$ cat src/rtl/aafs_pkg.sv
// ----------------------------------------------------------------------------
// aafs_pkg
// Shared types and constants of the area average fit scaler
// ----------------------------------------------------------------------------
package aafs_pkg;

   localparam int MAX_SOURCE_DIM = 1024;
   localparam int MAX_PANEL_DIM  = 256;
   localparam int SRC_IDX_W      = $clog2(MAX_SOURCE_DIM);
   localparam int SRC_DIM_W      = SRC_IDX_W + 1;
   localparam int PAN_DIM_W      = $clog2(MAX_PANEL_DIM) + 1;
   localparam int CSR_IDX_W      = 3;
   localparam int CSR_DATA_W     = SRC_DIM_W;
   localparam int GRID_W         = 20;
   localparam int COL_W          = 8;
   localparam int SUM_W          = 28;
   localparam int CNT_W          = 21;

   // register indexes of the configuration port
   typedef enum logic [CSR_IDX_W-1:0] {
      CSR_SOURCE_WIDTH  = 3'd0,
      CSR_SOURCE_HEIGHT = 3'd1,
      CSR_PANEL_WIDTH   = 3'd2,
      CSR_PANEL_HEIGHT  = 3'd3,
      CSR_FIT_CHOICE    = 3'd4
   } csr_index_type;

   localparam logic [1:0] FIT_STRETCH   = 2'd0;
   localparam logic [1:0] FIT_CROP      = 2'd1;
   localparam logic [1:0] FIT_LETTERBOX = 2'd2;
   // spare fit code, handled as letterbox
   localparam logic [1:0] FIT_SPARE     = 2'd3;

   typedef enum logic [1:0] {
      DIV_DIM,
      DIV_COL,
      DIV_ROW
   } div_sel_type;

   typedef enum logic [3:0] {
      ST_IDLE,
      ST_LATCH,
      ST_PROD,
      ST_DIM_GO,
      ST_DIM,
      ST_COL_GO,
      ST_COL,
      ST_ROW_GO,
      ST_ROW,
      ST_INIT,
      ST_READ,
      ST_ACC,
      ST_AVG,
      ST_LOAD
   } state_type;

   typedef struct packed {
      logic        take_pixel;
      logic        latch_cfg;
      logic        calc_prod;
      logic        div_start;
      div_sel_type div_sel;
      logic        take_dim;
      logic        take_col;
      logic        take_row;
      logic        init_frame;
      logic        mem_read;
      logic        accumulate;
      logic        avg_start;
      logic        load_out;
   } cmd_type;

   typedef struct packed {
      logic active;
      logic emit;
      logic div_busy;
      logic avg_busy;
      logic out_free;
   } status_type;

endpackage

$ cat src/rtl/aafs_ctrl.sv
// ----------------------------------------------------------------------------
// aafs_ctrl
// Sequencer: frame setup, per-word accumulate and cell averaging
// ----------------------------------------------------------------------------
module aafs_ctrl (
   input  logic                  clock,
   input  logic                  reset,
   input  logic                  req_valid,
   input  logic                  req_frame_start,
   output logic                  req_ready,
   input  aafs_pkg::status_type  status,
   output aafs_pkg::cmd_type     cmd,
   output aafs_pkg::state_type   state
);

   aafs_pkg::state_type state_ff, state_in;

   // state register
   always_ff @(posedge clock) begin
      if (reset) begin
         state_ff <= aafs_pkg::ST_IDLE;
      end else begin
         state_ff <= state_in;
      end
   end

   // next state and commands
   always_comb begin
      state_in  = state_ff;
      req_ready = 1'b0;
      cmd       = '0;
      cmd.div_sel = aafs_pkg::DIV_DIM;
      unique case (state_ff)
         aafs_pkg::ST_IDLE: begin
            req_ready      = 1'b1;
            cmd.take_pixel = req_valid;
            if (req_valid) begin
               if (req_frame_start) begin
                  state_in = aafs_pkg::ST_LATCH;
               end else if (status.active) begin
                  state_in = aafs_pkg::ST_READ;
               end
            end
         end
         aafs_pkg::ST_LATCH: begin
            cmd.latch_cfg = 1'b1;
            state_in      = aafs_pkg::ST_PROD;
         end
         aafs_pkg::ST_PROD: begin
            cmd.calc_prod = 1'b1;
            state_in      = aafs_pkg::ST_DIM_GO;
         end
         aafs_pkg::ST_DIM_GO: begin
            cmd.div_start = 1'b1;
            cmd.div_sel   = aafs_pkg::DIV_DIM;
            state_in      = aafs_pkg::ST_DIM;
         end
         aafs_pkg::ST_DIM: begin
            if (!status.div_busy) begin
               cmd.take_dim = 1'b1;
               state_in     = aafs_pkg::ST_COL_GO;
            end
         end
         aafs_pkg::ST_COL_GO: begin
            cmd.div_start = 1'b1;
            cmd.div_sel   = aafs_pkg::DIV_COL;
            state_in      = aafs_pkg::ST_COL;
         end
         aafs_pkg::ST_COL: begin
            if (!status.div_busy) begin
               cmd.take_col = 1'b1;
               state_in     = aafs_pkg::ST_ROW_GO;
            end
         end
         aafs_pkg::ST_ROW_GO: begin
            cmd.div_start = 1'b1;
            cmd.div_sel   = aafs_pkg::DIV_ROW;
            state_in      = aafs_pkg::ST_ROW;
         end
         aafs_pkg::ST_ROW: begin
            if (!status.div_busy) begin
               cmd.take_row = 1'b1;
               state_in     = aafs_pkg::ST_INIT;
            end
         end
         aafs_pkg::ST_INIT: begin
            cmd.init_frame = 1'b1;
            state_in       = aafs_pkg::ST_READ;
         end
         aafs_pkg::ST_READ: begin
            cmd.mem_read = 1'b1;
            state_in     = aafs_pkg::ST_ACC;
         end
         aafs_pkg::ST_ACC: begin
            cmd.accumulate = 1'b1;
            if (status.emit) begin
               cmd.avg_start = 1'b1;
               state_in      = aafs_pkg::ST_AVG;
            end else begin
               state_in = aafs_pkg::ST_IDLE;
            end
         end
         aafs_pkg::ST_AVG: begin
            if (!status.avg_busy) begin
               state_in = aafs_pkg::ST_LOAD;
            end
         end
         aafs_pkg::ST_LOAD: begin
            if (status.out_free) begin
               cmd.load_out = 1'b1;
               state_in     = aafs_pkg::ST_IDLE;
            end
         end
         default: state_in = aafs_pkg::ST_IDLE;
      endcase
   end

   assign state = state_ff;

endmodule

$ cat config.mk
export PLATFORM = sky130hd
export DESIGN_NAME = aafs_ctrl
export DESIGN_NICKNAME = d
export VERILOG_FILES = /design/src/rtl/aafs_pkg.sv /design/src/rtl/aafs_ctrl.sv
export SDC_FILE = /design/constraint.sdc
export NUM_CORES = 1
export LEC_CHECK = 0
export BUFFER_PORTS_ARGS = -buffer_cell sky130_fd_sc_hd__buf_2
export CORE_AREA = 5 5 42 44
export CTS_BUF_LIST = sky130_fd_sc_hd__clkbuf_8
export CTS_CLUSTER_SIZE = 14
export DETAILED_ROUTE_END_ITERATION = 12
export DIE_AREA = 0 0 47 49
export PLACE_DENSITY = 0.68
export SYNTH_ARGS = -nofsm -noshare
export SYNTH_HDL_FRONTEND = slang
export SYNTH_SLANG_ARGS = --single-unit
$ cat constraint.sdc
create_clock -name clock -period 4.6 [get_ports clock]
set_input_delay 0.69 -clock clock [delete_from_list [all_inputs] [get_ports clock]]
set_output_delay 0.69 -clock clock [all_outputs]
set_load 0.05 [all_outputs]
# ---- Yosys cells after proc, flatten, opt, wreduce, memory -nomap -nowiden
# Cells that the tools add are included.
# W data, S select, Z words.
dict set report classes {
  muxes 25
  n_eq_ne 20
  n_reduce_logical 2
}
# op count
set ops {}
lappend ops {{$pmux W4 S14} 1}
lappend ops {{$mux W4} 9}
lappend ops {{$eq A4 B4 Y1 const B} 6}
lappend ops {{$eq A4 B3 Y1 const B} 4}
lappend ops {{$mux W1} 13}
lappend ops {{$ne A2 B2 Y1 const B} 6}
lappend ops {{$pmux W3 S3} 1}
lappend ops {{$eq A4 B2 Y1 const B} 2}
lappend ops {{$reduce_and A7 Y1} 1}
lappend ops {{$eq A4 B1 Y1 const B} 1}
lappend ops {{$logic_not A4 Y1} 1}
lappend ops {{$ne A3 B3 Y1 const B} 1}
lappend ops {{$mux W2} 1}
dict set report word_totals {
  ff_bits 4
}

# ---- Longest topological paths before layout
dict set report depth {
  depth_word 4
  ltp_mapped 5
  depth_no_buf 4
}

# ---- Worst setup path after synthesis
# Ideal clock, no wire load.
dict set report synth_path {
  kind {register -> output}
  start {register state_ff[3], in the netlist state[3]}
  end {output cmd[13] in the netlist's numbering}
  arrival_ns 2.952
  slack_ns 0.958
  stages_incl_launch_ff 4
  required_ns 3.910
  path_cell_list {dfxtp_1 buf_6 nor4_1 and2_1}
}
# item line_no
set synth_rtl {}
lappend synth_rtl {{start, declared} aafs_ctrl.sv:16} ;# aafs_pkg::state_type state_ff, state_in;
lappend synth_rtl {{start signal, assigned} aafs_ctrl.sv:21} ;# state_ff <= aafs_pkg::ST_IDLE;
lappend synth_rtl {{start signal, assigned} aafs_ctrl.sv:23} ;# state_ff <= state_in;
lappend synth_rtl {{end, declared} aafs_ctrl.sv:12} ;# output aafs_pkg::cmd_type cmd,

==> key figures <==
Outcome
  – Status: completed

Timing
  – F_max: 423 MHz
  – RSZ-0062 raised after global routing: no
  – Max-slew violation count: 0
  – Slew headroom: 0.553
  – Setup TNS: 0 ns
  – Worst Clk Skew: 0.000411 ns
  – Final setup fails: 0
  – Crit share post-route: 0.514
  – Final hold violation count: 0
  – Fin crit period: 2.37 ns
  – Measured slew at the worst slew-check pin: 0.670 ns
  – PnR worst setup slack: 2.23 ns

CTS
  – TritonCTS clock tree: done
  – Hold buffer count at CTS: 0
  – Post-cts resize count: 0
  – Root Buffer: clkbuf_8
  – Clock-pin slew on the worst setup and hold paths: 0.03 ns
  – Clock buffer depth: 2
  – TritonCTS buffer count: 3
  – TritonCTS Sinks: 4
  – H-tree levels: 1
  – Setup bufs post-CTS: 0
  – Worst-Skew Late Latency: 0.21 ns

Routing
  – Detailed-route wire length per cell: 12.4 µm
  – # DRC: 0
  – Antenna-violating nets left: 0
  – Detailed Routing Iterations Pass 1: 4
  – Vias per std cell: 5.59
  – Routed vias: 615
  – Initial DRC count: 19
  – Drt total wl: 1370 µm

Floorplanning
  – Initial Util: 0.338
  – Core area: 1400 µm²
  – Die area: 2300 µm²
  – Row count: 14
  – Die Height: 49 µm
  – Die width: 47 µm
  – # IOs: 28

Critical path
  – Critical Path AT: 1.68 ns
  – CP max FO: 20
  – Crit. End Element: primary output
  – Setup Crit Path Kind: flip-flop to primary output
  – CP Data Required Time: 3.91 ns
  – CP Launch Type: flip-flop

Cells and area
  – Commonest cells after routing, fill and taps aside: 27 x buf_2, 8 x nor2_1, 6 x nand2_1, 6 x nor3_1, 6 x a21oi_1
  – Area Growth Syn to Fin: 31.9%
  – Final nets: 105
  – Max reg flops: 4
  – Most common cell after layout, fill and taps aside: buf_2
  – Share of cells above drive strength 1: 0.340
  – Antenna cells: 0

Placed design
  – DP HPWL: 969 µm
  – Pre-CTS WS: 2.47 ns
  – RePlAce Congestion: 0.797
  – I/O Buffers: 27

Flow run
  – Max cap viols: 0

Power
  – Switching Share: 0.608
  – Maximum VDD drop: 0.000263 V
  – Pint: 218 µW
  – Reg power frac: 0.225
  – Power per cell area: 888 nW/µm²
  – Clk pwr share: 0.126
  – Static Leak: 0.000282 µW
  – Gate power share: 0.648
  – Sw Pwr: 337 µW

Global route
  – Largest net degree at the start of global routing: 24
  – Vias in the first global route: 523
  – Tot GR Track Use: 0.118
  – Initial antenna violation count: 0
  – First-pass GRT wire length: 2130 µm
  – Grt ovf: 0

Synth
  – Library cells used by synthesis: 31
  – Mapped Area: 474 µm²
  – Seq/Total Area, Yosys: 0.169
  – Syn avg cell area: 6.59 µm²
  – Yosys warns: 0
  – Mapped Nets: 81
  – Flops & latches, synth: 4
  – Cells after synthesis: 72

Min path
  – Min-delay worst type: input pin to flip-flop
==> stage by stage <==
stage               area [µm²]  instances  hold slack (ns)  power, µW  utilization
floorplan                  474         72            0.762        430            -
global placement           584        107            0.726        481        0.417
detailed placement         584        107            0.750        484        0.417
CTS                        626        110            0.715        557        0.446
global route               626        110            0.721        595        0.446
finish                     626        110            0.717        555        0.446
==> routing by layer <==
layer	GRT usage	share of wire	vias to the layer above
met4	0.0553	0	0
met5	0	0	-
met1	0.178	0.44	265
li1	-	-	314
met3	0.00738	0.11	0
met2	0.165	0.45	36
==> cell usage after synthesis <==
library cell  count  area [µm²]
a31oi_1           3        18.8
nor4_1            3        18.8
a21oi_1           6        30.0
a31o_1            1        8.76
nand4bb_1         1        11.3
nand3b_1          1        7.51
nand3_1           1        5.00
buf_1             1        3.75
and2_1            1        6.26
dfxtp_1           4        80.1
o2111ai_1         1        8.76
clkbuf_1          5        18.8
o21ai_0           4        20.0
a311oi_1          2        17.5
inv_1             2        7.51
nor2b_1           1        6.26
and3_4            1        11.3
or4_1             1        7.51
o41ai_1           1        8.76
nor3_1            6        30.0
o32ai_1           1        8.76
nand4_1           1        6.26
or2b_1            1        7.51
nor2_1            8        30.0
or2_2             1        6.26
nand2b_1          3        18.8
buf_6             2        22.5
nor3b_1           1        7.51
o211ai_1          1        7.51
or4b_1            1        10.0
nand2_1           6        22.5
==> layout make-up <==
type,count,area [µm²]
clock buffers,3,41.3
fillers,170,776
inverters,2,7.51
multi-input cells,58,342
flip-flops and latches,4,80.1
well taps,16,20.0
repair buffers,27,135
==> final timing paths <==
check / depth (start not counted) / start / to / slack, ns
max: 3 / state[1]$_SDFFE_PP0P_ / cmd[6] / 2.23
min: 2 / status[0] / state[0]$_SDFFE_PP0P_ / 0.72
max reg2reg: 4 / state[3]$_SDFFE_PP0P_ / state[3]$_SDFFE_PP0P_ / 2.84
min reg2reg: 2 / state[1]$_SDFFE_PP0P_ / state[2]$_SDFFE_PP0P_ / 0.76
==> critical path, stage by stage, from the launching register on <==
cell and delay, ns:
dfxtp_1 0.69, or2b_1 0.33, nor3_1 0.16, buf_2 0.28
==> cell families after synthesis <==
group | after synthesis | synth area share
buffers and inverters | 10 | 0.111
AOI/OAI and AO/OA | 20 | 0.272
DFF | 4 | 0.169
and+or+nand+nor | 38 | 0.449
==> power by group through the flow <==
stage               Sequential [µW]  Clock [µW]  Combinational, µW
floorplan                       113           0                317
global placement                121           0                359
detailed placement              124           0                361
CTS                             123        71.4                362
global route                    135        73.8                387
finish                          125        70.2                360
Power figures use the tool's default switching activity.
